**src/rtl/utf8cd_pkg.sv**
```systemverilog
package utf8cd_pkg;

    // Widths fixed by the byte format
    localparam int CNT_W = 4;   // holds 0..8: leading ones of a byte, result counts
    localparam int CP_W  = 21;

    localparam logic [CP_W-1:0] REPLACEMENT_CP = 21'h00FFFD;

    typedef logic [CNT_W-1:0] cnt_t;

    // Input beat
    typedef struct packed {
        logic [7:0] byte_in;
        logic       final_byte;
    } utf8cd_in_t;

    // Result beat
    typedef struct packed {
        logic [CP_W-1:0] code_point;
        logic            run_last;
        logic            string_end;
    } utf8cd_out_t;

    // Job from the front end: raw_cnt raw bytes are replayed first,
    // then cp follows when has_cp is set
    typedef struct packed {
        cnt_t            raw_cnt;
        logic            has_cp;
        logic [CP_W-1:0] cp;
        logic            fin;
    } utf8cd_job_t;

    // Number of leading one bits of a byte
    function automatic cnt_t lead_ones(input logic [7:0] b);
        cnt_t n;
        logic run;
        n   = '0;
        run = 1'b1;
        for (int i = 7; i >= 0; i--) begin
            if (run && b[i]) begin
                n = n + cnt_t'(1);
            end else begin
                run = 1'b0;
            end
        end
        return n;
    endfunction

    // Decode a sequence of k bytes from the lead and the first three tails
    function automatic logic [CP_W-1:0] decode_seq(input cnt_t k, input logic [7:0] ld,
                                                    input logic [7:0] t0,
                                                    input logic [7:0] t1,
                                                    input logic [7:0] t2);
        logic [CP_W-1:0] cp;
        case (k)
            cnt_t'(1): cp = {13'd0, ld};
            cnt_t'(2): cp = {10'd0, ld[4:0], t0[5:0]};
            cnt_t'(3): cp = {5'd0, ld[3:0], t0[5:0], t1[5:0]};
            cnt_t'(4): cp = {ld[2:0], t0[5:0], t1[5:0], t2[5:0]};
            default:   cp = REPLACEMENT_CP;
        endcase
        return cp;
    endfunction

endpackage

```
**src/rtl/utf8cd_front.sv**
```systemverilog
module utf8cd_front
    import utf8cd_pkg::*;
#(
    parameter int MAX_SEQ_LEN = 6
) (
    input  logic                        aclk,
    input  logic                        aresetn,
    input  logic                        in_valid,
    output logic                        in_ready,
    input  utf8cd_in_t                  in_data,
    input  logic                        q_full,
    output logic                        push,
    output utf8cd_job_t                 job,
    output logic [MAX_SEQ_LEN-1:0][7:0] raw
);

    localparam int TAIL_DEPTH = MAX_SEQ_LEN - 1;
    localparam int TI_W       = $clog2(TAIL_DEPTH);

    // Sequence state
    logic [7:0]      lead_reg, lead_next;
    logic [7:0]      tail_reg [TAIL_DEPTH];
    logic [TI_W-1:0] tcnt_reg, tcnt_next;
    logic            inseq_reg, inseq_next;

    logic                   accept;
    logic                   is_cont;
    logic                   extend;
    cnt_t                   len;
    cnt_t                   cnt1;
    logic [TAIL_DEPTH-1:0][7:0] tm;
    logic                   produce;

    assign in_ready = !q_full;
    assign accept   = in_valid && in_ready;
    assign is_cont  = (in_data.byte_in[7:6] == 2'b10);
    assign extend   = inseq_reg && is_cont;
    assign len      = lead_ones(lead_reg);
    assign cnt1     = cnt_t'(tcnt_reg) + cnt_t'(1);

    // Tails as they stand once the incoming byte is stored
    always_comb begin
        for (int i = 0; i < TAIL_DEPTH; i++) begin
            tm[i] = (tcnt_reg == TI_W'(i)) ? in_data.byte_in : tail_reg[i];
        end
        raw[0] = lead_reg;
        for (int i = 0; i < TAIL_DEPTH; i++) begin
            raw[i+1] = tm[i];
        end
    end

    // Classify the byte and build the job
    always_comb begin
        lead_next   = lead_reg;
        tcnt_next   = tcnt_reg;
        inseq_next  = inseq_reg;
        job.raw_cnt = '0;
        job.has_cp  = 1'b0;
        job.cp      = '0;
        job.fin     = in_data.final_byte;
        if (extend) begin
            if ((len < cnt_t'(MAX_SEQ_LEN)) && ((cnt1 + cnt_t'(1)) == len)) begin
                // complete sequence
                job.has_cp = 1'b1;
                job.cp     = decode_seq(len, lead_reg, tm[0], tm[1], tm[2]);
                tcnt_next  = '0;
                inseq_next = 1'b0;
            end else if ((len >= cnt_t'(MAX_SEQ_LEN)) && (cnt1 == cnt_t'(TAIL_DEPTH))) begin
                // overlong lead: replay everything raw
                job.raw_cnt = cnt_t'(MAX_SEQ_LEN);
                tcnt_next   = '0;
                inseq_next  = 1'b0;
            end else if (in_data.final_byte) begin
                // truncated at string end
                job.has_cp = 1'b1;
                job.cp     = decode_seq(cnt1 + cnt_t'(1), lead_reg, tm[0], tm[1], tm[2]);
                tcnt_next  = '0;
                inseq_next = 1'b0;
            end else begin
                tcnt_next = cnt1[TI_W-1:0];
            end
        end else begin
            // broken sequence replays lead and tails, then the byte starts fresh
            if (inseq_reg) begin
                job.raw_cnt = cnt1;
            end
            tcnt_next  = '0;
            inseq_next = 1'b0;
            if (lead_ones(in_data.byte_in) < cnt_t'(2)) begin
                job.has_cp = 1'b1;
                job.cp     = {13'd0, in_data.byte_in};
            end else begin
                lead_next  = in_data.byte_in;
                inseq_next = !in_data.final_byte;
                if (in_data.final_byte) begin
                    job.has_cp = 1'b1;
                    job.cp     = {13'd0, in_data.byte_in};
                end
            end
        end
    end

    assign produce = (job.raw_cnt != '0) || job.has_cp;
    assign push    = accept && produce;

    // Control state
    always_ff @(posedge aclk) begin
        if (!aresetn) begin
            lead_reg  <= '0;
            tcnt_reg  <= '0;
            inseq_reg <= 1'b0;
        end else if (accept) begin
            lead_reg  <= lead_next;
            tcnt_reg  <= tcnt_next;
            inseq_reg <= inseq_next;
        end
    end

    // Tail bytes, written on each continuation
    always_ff @(posedge aclk) begin
        if (accept && extend) begin
            tail_reg[tcnt_reg] <= in_data.byte_in;
        end
    end

    a_fin_clears: assert property (@(posedge aclk) disable iff (!aresetn)
        accept && in_data.final_byte |=> !inseq_reg)
        else $error("sequence still pending after final byte");

    a_fin_pushes: assert property (@(posedge aclk) disable iff (!aresetn)
        accept && in_data.final_byte |-> push)
        else $error("final byte produced no job");

    a_tcnt_bound: assert property (@(posedge aclk) disable iff (!aresetn)
        (inseq_reg |-> tcnt_reg <= TI_W'(MAX_SEQ_LEN - 2)) and
        (!inseq_reg |-> tcnt_reg == '0))
        else $error("tail count out of range");

endmodule

```
**src/rtl/utf8cd_queue.sv**
```systemverilog
module utf8cd_queue #(
    parameter int WIDTH = 8
) (
    input  logic             aclk,
    input  logic             aresetn,
    input  logic             push,
    input  logic [WIDTH-1:0] push_data,
    output logic             full,
    input  logic             pop,
    output logic             head_valid,
    output logic [WIDTH-1:0] head_data
);

    localparam int DEPTH = 2;
    localparam int PTR_W = $clog2(DEPTH);
    localparam int CNT_W = $clog2(DEPTH + 1);

    logic [WIDTH-1:0] mem_reg [DEPTH];
    logic [PTR_W-1:0] wr_ptr_reg, rd_ptr_reg;
    logic [CNT_W-1:0] count_reg;
    logic             do_push, do_pop;

    assign full       = (count_reg == CNT_W'(DEPTH));
    assign head_valid = (count_reg != '0);
    assign head_data  = mem_reg[rd_ptr_reg];
    assign do_push    = push && !full;
    assign do_pop     = pop && head_valid;

    // Pointers and fill count
    always_ff @(posedge aclk) begin
        if (!aresetn) begin
            wr_ptr_reg <= '0;
            rd_ptr_reg <= '0;
            count_reg  <= '0;
        end else begin
            if (do_push) begin
                wr_ptr_reg <= wr_ptr_reg + PTR_W'(1);
            end
            if (do_pop) begin
                rd_ptr_reg <= rd_ptr_reg + PTR_W'(1);
            end
            if (do_push && !do_pop) begin
                count_reg <= count_reg + CNT_W'(1);
            end else if (!do_push && do_pop) begin
                count_reg <= count_reg - CNT_W'(1);
            end
        end
    end

    // Entry storage
    always_ff @(posedge aclk) begin
        if (do_push) begin
            mem_reg[wr_ptr_reg] <= push_data;
        end
    end

endmodule

```
**src/rtl/utf8cd_back.sv**
```systemverilog
module utf8cd_back
    import utf8cd_pkg::*;
#(
    parameter int MAX_SEQ_LEN = 6
) (
    input  logic                        aclk,
    input  logic                        aresetn,
    input  logic                        q_valid,
    input  utf8cd_job_t                 q_job,
    input  logic [MAX_SEQ_LEN-1:0][7:0] q_raw,
    output logic                        q_pop,
    output logic                        m_valid,
    input  logic                        m_ready,
    output utf8cd_out_t                 m_data
);

    localparam int RI_W = $clog2(MAX_SEQ_LEN);

    cnt_t        idx_reg;
    logic        m_valid_reg;
    utf8cd_out_t m_data_reg;

    cnt_t        total;
    logic        last;
    logic        load;
    utf8cd_out_t beat;

    assign total = q_job.raw_cnt + cnt_t'(q_job.has_cp);
    assign last  = ((idx_reg + cnt_t'(1)) == total);
    assign load  = q_valid && (!m_valid_reg || m_ready);
    assign q_pop = load && last;

    // Next result beat of the head job
    always_comb begin
        if (idx_reg < q_job.raw_cnt) begin
            beat.code_point = {13'd0, q_raw[idx_reg[RI_W-1:0]]};
        end else begin
            beat.code_point = q_job.cp;
        end
        beat.run_last   = last;
        beat.string_end = last && q_job.fin;
    end

    // Walk the job and hold the output register
    always_ff @(posedge aclk) begin
        if (!aresetn) begin
            idx_reg     <= '0;
            m_valid_reg <= 1'b0;
        end else begin
            if (load) begin
                m_valid_reg <= 1'b1;
                idx_reg     <= last ? '0 : idx_reg + cnt_t'(1);
            end else if (m_ready) begin
                m_valid_reg <= 1'b0;
            end
        end
    end

    always_ff @(posedge aclk) begin
        if (load) begin
            m_data_reg <= beat;
        end
    end

    assign m_valid = m_valid_reg;
    assign m_data  = m_data_reg;

    a_job_nonempty: assert property (@(posedge aclk) disable iff (!aresetn)
        q_valid |-> total != '0)
        else $error("queued job holds no results");

    a_mid_job_head: assert property (@(posedge aclk) disable iff (!aresetn)
        idx_reg != '0 |-> q_valid && idx_reg < total)
        else $error("job index without a matching head job");

endmodule

```
**src/rtl/utf8_codepoint_decoder_unit.sv**
```systemverilog
// UTF-8 to code point decoder. Bytes enter on the s_ channel, one per cycle
// while s_ready is high, with final_byte on the last byte of a string; code
// points leave on the m_ channel, with run_last on the last result of each byte
// and string_end on the last result of the string. A byte that only starts or
// extends a sequence produces nothing; a byte may also produce several results
// (a broken or overlong sequence is replayed as raw bytes, up to MAX_SEQ_LEN of
// them). The front end classifies one byte per cycle unless the queue is full;
// the back end sends one result per cycle unless m_ready holds it, so a byte
// with several results holds the back end, and the two-job queue between them
// sets how long the input keeps flowing before it stalls on such a replay.
module utf8_codepoint_decoder_unit
    import utf8cd_pkg::*;
#(
    parameter int MAX_SEQ_LEN = 6
) (
    input  logic        aclk,
    input  logic        aresetn,
    input  logic        s_valid,
    output logic        s_ready,
    input  utf8cd_in_t  s_data,
    output logic        m_valid,
    input  logic        m_ready,
    output utf8cd_out_t m_data
);

    localparam int RAW_W = 8 * MAX_SEQ_LEN;
    localparam int JOB_W = $bits(utf8cd_job_t);
    localparam int Q_W   = RAW_W + JOB_W;

    logic                        push, q_full, q_pop, q_valid;
    utf8cd_job_t                 f_job, q_job;
    logic [MAX_SEQ_LEN-1:0][7:0] f_raw, q_raw;
    logic [Q_W-1:0]              q_in, q_out;

    utf8cd_front #(
        .MAX_SEQ_LEN(MAX_SEQ_LEN)
    ) u_front (
        .aclk     (aclk),
        .aresetn  (aresetn),
        .in_valid (s_valid),
        .in_ready (s_ready),
        .in_data  (s_data),
        .q_full   (q_full),
        .push     (push),
        .job      (f_job),
        .raw      (f_raw)
    );

    assign q_in = {f_raw, f_job};

    utf8cd_queue #(
        .WIDTH(Q_W)
    ) u_queue (
        .aclk       (aclk),
        .aresetn    (aresetn),
        .push       (push),
        .push_data  (q_in),
        .full       (q_full),
        .pop        (q_pop),
        .head_valid (q_valid),
        .head_data  (q_out)
    );

    assign q_job = q_out[JOB_W-1:0];
    assign q_raw = q_out[Q_W-1:JOB_W];

    utf8cd_back #(
        .MAX_SEQ_LEN(MAX_SEQ_LEN)
    ) u_back (
        .aclk    (aclk),
        .aresetn (aresetn),
        .q_valid (q_valid),
        .q_job   (q_job),
        .q_raw   (q_raw),
        .q_pop   (q_pop),
        .m_valid (m_valid),
        .m_ready (m_ready),
        .m_data  (m_data)
    );

endmodule
```
**config.mk**
```make
export PLATFORM = sky130hd
export DESIGN_NAME = utf8_codepoint_decoder_unit
export DESIGN_NICKNAME = d
export VERILOG_FILES = /design/src/rtl/utf8cd_pkg.sv /design/src/rtl/utf8cd_front.sv /design/src/rtl/utf8cd_queue.sv /design/src/rtl/utf8cd_back.sv /design/src/rtl/utf8_codepoint_decoder_unit.sv
export SDC_FILE = /design/constraint.sdc
export NUM_CORES = 1
export LEC_CHECK = 0
export ABC_AREA = 1
export BUFFER_PORTS_ARGS = -buffer_cell sky130_fd_sc_hd__buf_2
export CAP_MARGIN = 10
export CORE_MARGIN = 2
export CORE_UTILIZATION = 40
export CTS_CLUSTER_SIZE = 16
export DETAILED_ROUTE_END_ITERATION = 10
export GPL_TIMING_DRIVEN = 0
export SYNTH_ARGS = -nofsm -noshare
export SYNTH_HDL_FRONTEND = slang
export SYNTH_SLANG_ARGS = --single-unit
```
**constraint.sdc**
```tcl
create_clock -name aclk -period 17.8 [get_ports aclk]
set_input_delay 3.56 -clock aclk [delete_from_list [all_inputs] [get_ports aclk]]
set_output_delay 3.56 -clock aclk [all_outputs]
set_load 0.02 [all_outputs]
```
==> impl_summary.log <==
[metrics] final routed wire length divided by cell count: 19.1 µm
[metrics] top cell types by occurrence after synthesis: edfxtp_1, nand2_1, inv_1
[metrics] sum of negative setup slack: 0 ps
[metrics] worst min-delay path startpoint: u_back.idx_reg[3]
[metrics] cells resized by post-CTS repair: 0
[metrics] Bufs on Longest Clock Path: 3
[metrics] number of instances on the worst hold path: 2
[metrics] floorplan core area: 27900 µm²
[metrics] H-tree levels: 1
[metrics] fraction of layout cells with a size suffix above 1: 0.116
[metrics] total cell area at the placement stage: 12100 µm²
[metrics] static leakage: 4.94 nW
[metrics] number of violations reported at the end of detailed-routing iteration 0: 766
[metrics] global placer's final weighted congestion: 0.937
[metrics] Hold Slack: 505 ps
[metrics] later-pin clock latency in the skew report: 520 ps
[metrics] met1 routed wirelength after detailed routing: 13.1 mm
[metrics] GRT Residual Overflow: 0
[metrics] minimum setup slack among reg-to-reg paths: 12940 ps
[metrics] area added between synthesis and finish: 14.2%
[metrics] Starting Density: 0.406
[metrics] count of antenna diodes in the layout: 0
[metrics] Synth Instances: 1114
[metrics] Largest register FFs: 150
[metrics] Port Buf Inserts: 37
[metrics] quantity of hold-fixing buffers added after cts: 0
[metrics] cell count of the worst reg-to-reg path: 27
[metrics] Post-Layout Inst Area: 12900 µm²
[metrics] first-pass GRT wire length: 46.2 mm
[metrics] width of the die: 172 µm
[metrics] syn_nets: 1155
[metrics] highest clock frequency the design can meet: 125 MHz
[metrics] Most used DFF post-synth: edfxtp_1
[metrics] Worst Path Required: 18020 ps
[metrics] peak fanout along the critical path: 28
[metrics] most frequently used cell type in the post-synthesis netlist: edfxtp_1
[metrics] run status: finished clean
[metrics] final slew viol count: 0
[metrics] Max Clock Skew: 11.5 ps
[metrics] final hold vios: 0
[metrics] num rows: 61
[metrics] VDD IR-drop max: 0.0634 mV
[metrics] IO Count: 38
[metrics] Via Count: 8527
[metrics] clock-pin slew on the worst setup and hold paths: 60 ps
[metrics] Seq/Total Area, Yosys: 0.604
[metrics] area share of the largest cell type after synthesis: 0.565
[metrics] crit path time final: 8010 ps
[metrics] minimum setup slack after placement: 9230 ps
[metrics] power density cells: 131 nW/µm²
[metrics] R2R Path End: u_queue.mem_reg[0][62]
[metrics] crit path launch type: primary input
[metrics] WP data arrival: 8230 ps
[metrics] number of distinct standard cells referenced by the synthesized netlist: 52
[metrics] Slew headroom: 0.224
[metrics] maxcap violations: 0
[metrics] number of clock sinks: 235
[metrics] 1st-pass router iterations: 5
[metrics] Power Total: 1.70 mW
[metrics] clock buffers created by TritonCTS: 25
[metrics] worst r2r src: u_front.lead_reg[5]
[metrics] final worst path period share: 0.450
[metrics] transition time at the pin with the least slew margin: 1150 ps
[metrics] destination of the worst hold path: u_back.idx_reg[3]
[metrics] number of synthesized register bits: 235
[metrics] critical path class: primary input to flop
[metrics] number of routed nets with antenna violations: 0
[metrics] per-instance average area after synthesis: 10.2 µm²
[metrics] Final WS setup: 9790 ps
[metrics] unrepaired setup endpoints after global routing: false
[metrics] CTS tree: done
[metrics] number of global-route vias before repair: 8091
[metrics] number of enable flip-flop cells after synthesis: 213
[metrics] Warnings, synthesis: 0
[metrics] height of the chip: 172 µm
[metrics] Max Used Layer: met4
[metrics] cell at the root of the clock tree: clkbuf_16
[metrics] met3 routed WL: 1.94 mm
[metrics] async set-reset flop share out of synthesis: 0
[metrics] kind of end point of the critical path: flop
[metrics] number of fillers in the final layout: 2613
[metrics] worst min path class: flop to flop
[metrics] number of buffers added for setup after CTS: 0
[metrics] dominant cell type by area after synthesis: edfxtp_1
[metrics] leading cell types by total area after synthesis: edfxtp_1, nand2_1, o21ai_0, dfxtp_1, inv_1
[metrics] Final Setup Violations: 0
[metrics] total met2 wirelength after detailed routing: 14.4 mm
[metrics] area enclosed by the die boundary: 29700 µm²
[metrics] net total in the final layout: 1225
[metrics] average via count per standard cell: 5.40
[metrics] drt drc: 0
[metrics] initial antenna violation count: 0
[metrics] cell area after technology mapping: 11300 µm²
[metrics] pin count of the biggest net entering global routing: 70
[metrics] final wirelength: 30.2 mm
[metrics] HPWL Detailed: 21.9 mm
[metrics] global-route total usage across every layer: 0.206
## final cells by class
class	instances	area, µm²	share of cell area
Sequential cell	235	6840	0.529
Multi-Input combinational cell	713	3840	0.297
Clock buffer	27	633	0.0490
Buffer	46	211	0.0164
Inverter	120	455	0.0352
Tap cell	378	473	0.0366
Clock inverter	18	185	0.0143
Timing Repair Buffer	43	298	0.0230
## cells in the final DEF (no fill, tap or decap), types with 5 or more instances in the layout
master and count:
clkbuf_16 25, buf_2 43, a221oi_1 11, nand2_1 203, o21ai_0 107, nor2_4 6, nor2_1 108, edfxtp_1 213
clkinv_1 8, a21oi_1 60, nand3_1 32, dfxtp_1 22, a22oi_1 5, ha_1 28, a32o_1 6, nand2_2 13
xor2_1 5, nor3_1 5, o21ai_1 12, inv_1 110, o22ai_1 32, clkbuf_1 36, a31oi_1 9, inv_2 5
nor3_2 5, o221ai_1 18
## layer usage
layer  global-route usage  up-vias
li1                     -     4079
met1                0.281     4099
met2                0.344      292
met3               0.0286       57
met4               0.0639        0
met5                    0        -
## worst max-delay path: stages
cell,delay (ps)
buf_2,160
inv_1,210
nor2_1,70
inv_1,160
nand2_1,110
ha_1,280
inv_1,30
a21oi_1,180
ha_1,260
nand2_1,110
nand2_1,70
ha_1,270
or2_1,240
nand2_1,70
inv_1,40
ha_1,270
nand2_1,110
nand2_1,70
ha_1,280
o21ai_0,190
nand4_1,200
nand2_2,270
nand2_2,120
nand2_2,90
nand2_1,100
nor2_4,230
buf_12,240
buf_16,200
## where the power goes
group,switching (mW),total (mW),leakage (nW),internal [mW]
logic,0.312,0.444,2.37,0.132
registers,0.0254,0.739,2.17,0.714
clock network,0.213,0.516,0.396,0.303
total,0.550,1.70,4.94,1.15
## through the flow
stage / cells / util
finish: 1580 / 0.464
CTS: 1578 / 0.464
floorplan: 1114 / -
global route: 1580 / 0.464
detailed placement: 1533 / 0.434
global placement: 1529 / 0.430
## worst max-delay path by stage
stage               startpoint                      to  slack [ps]
floorplan            s_data[8]   u_queue.mem_reg[0][0]        7530
global placement     s_data[8]  u_queue.mem_reg[0][64]        4910
detailed placement   s_data[8]  u_queue.mem_reg[0][64]        9230
CTS                  s_data[8]  u_queue.mem_reg[0][48]        9750
global route         s_data[8]  u_queue.mem_reg[0][72]        9420
finish               s_data[8]  u_queue.mem_reg[0][62]        9790
## cell families after synthesis
family	synth area share
compound gates	0.146
xor+xnor	0.00619
fa+ha+maj	0.0309
buf+inv	0.0587
flops	0.604
mux	0.000884
simple gates	0.154
Note: power is estimated with default switching activity, not from simulation.
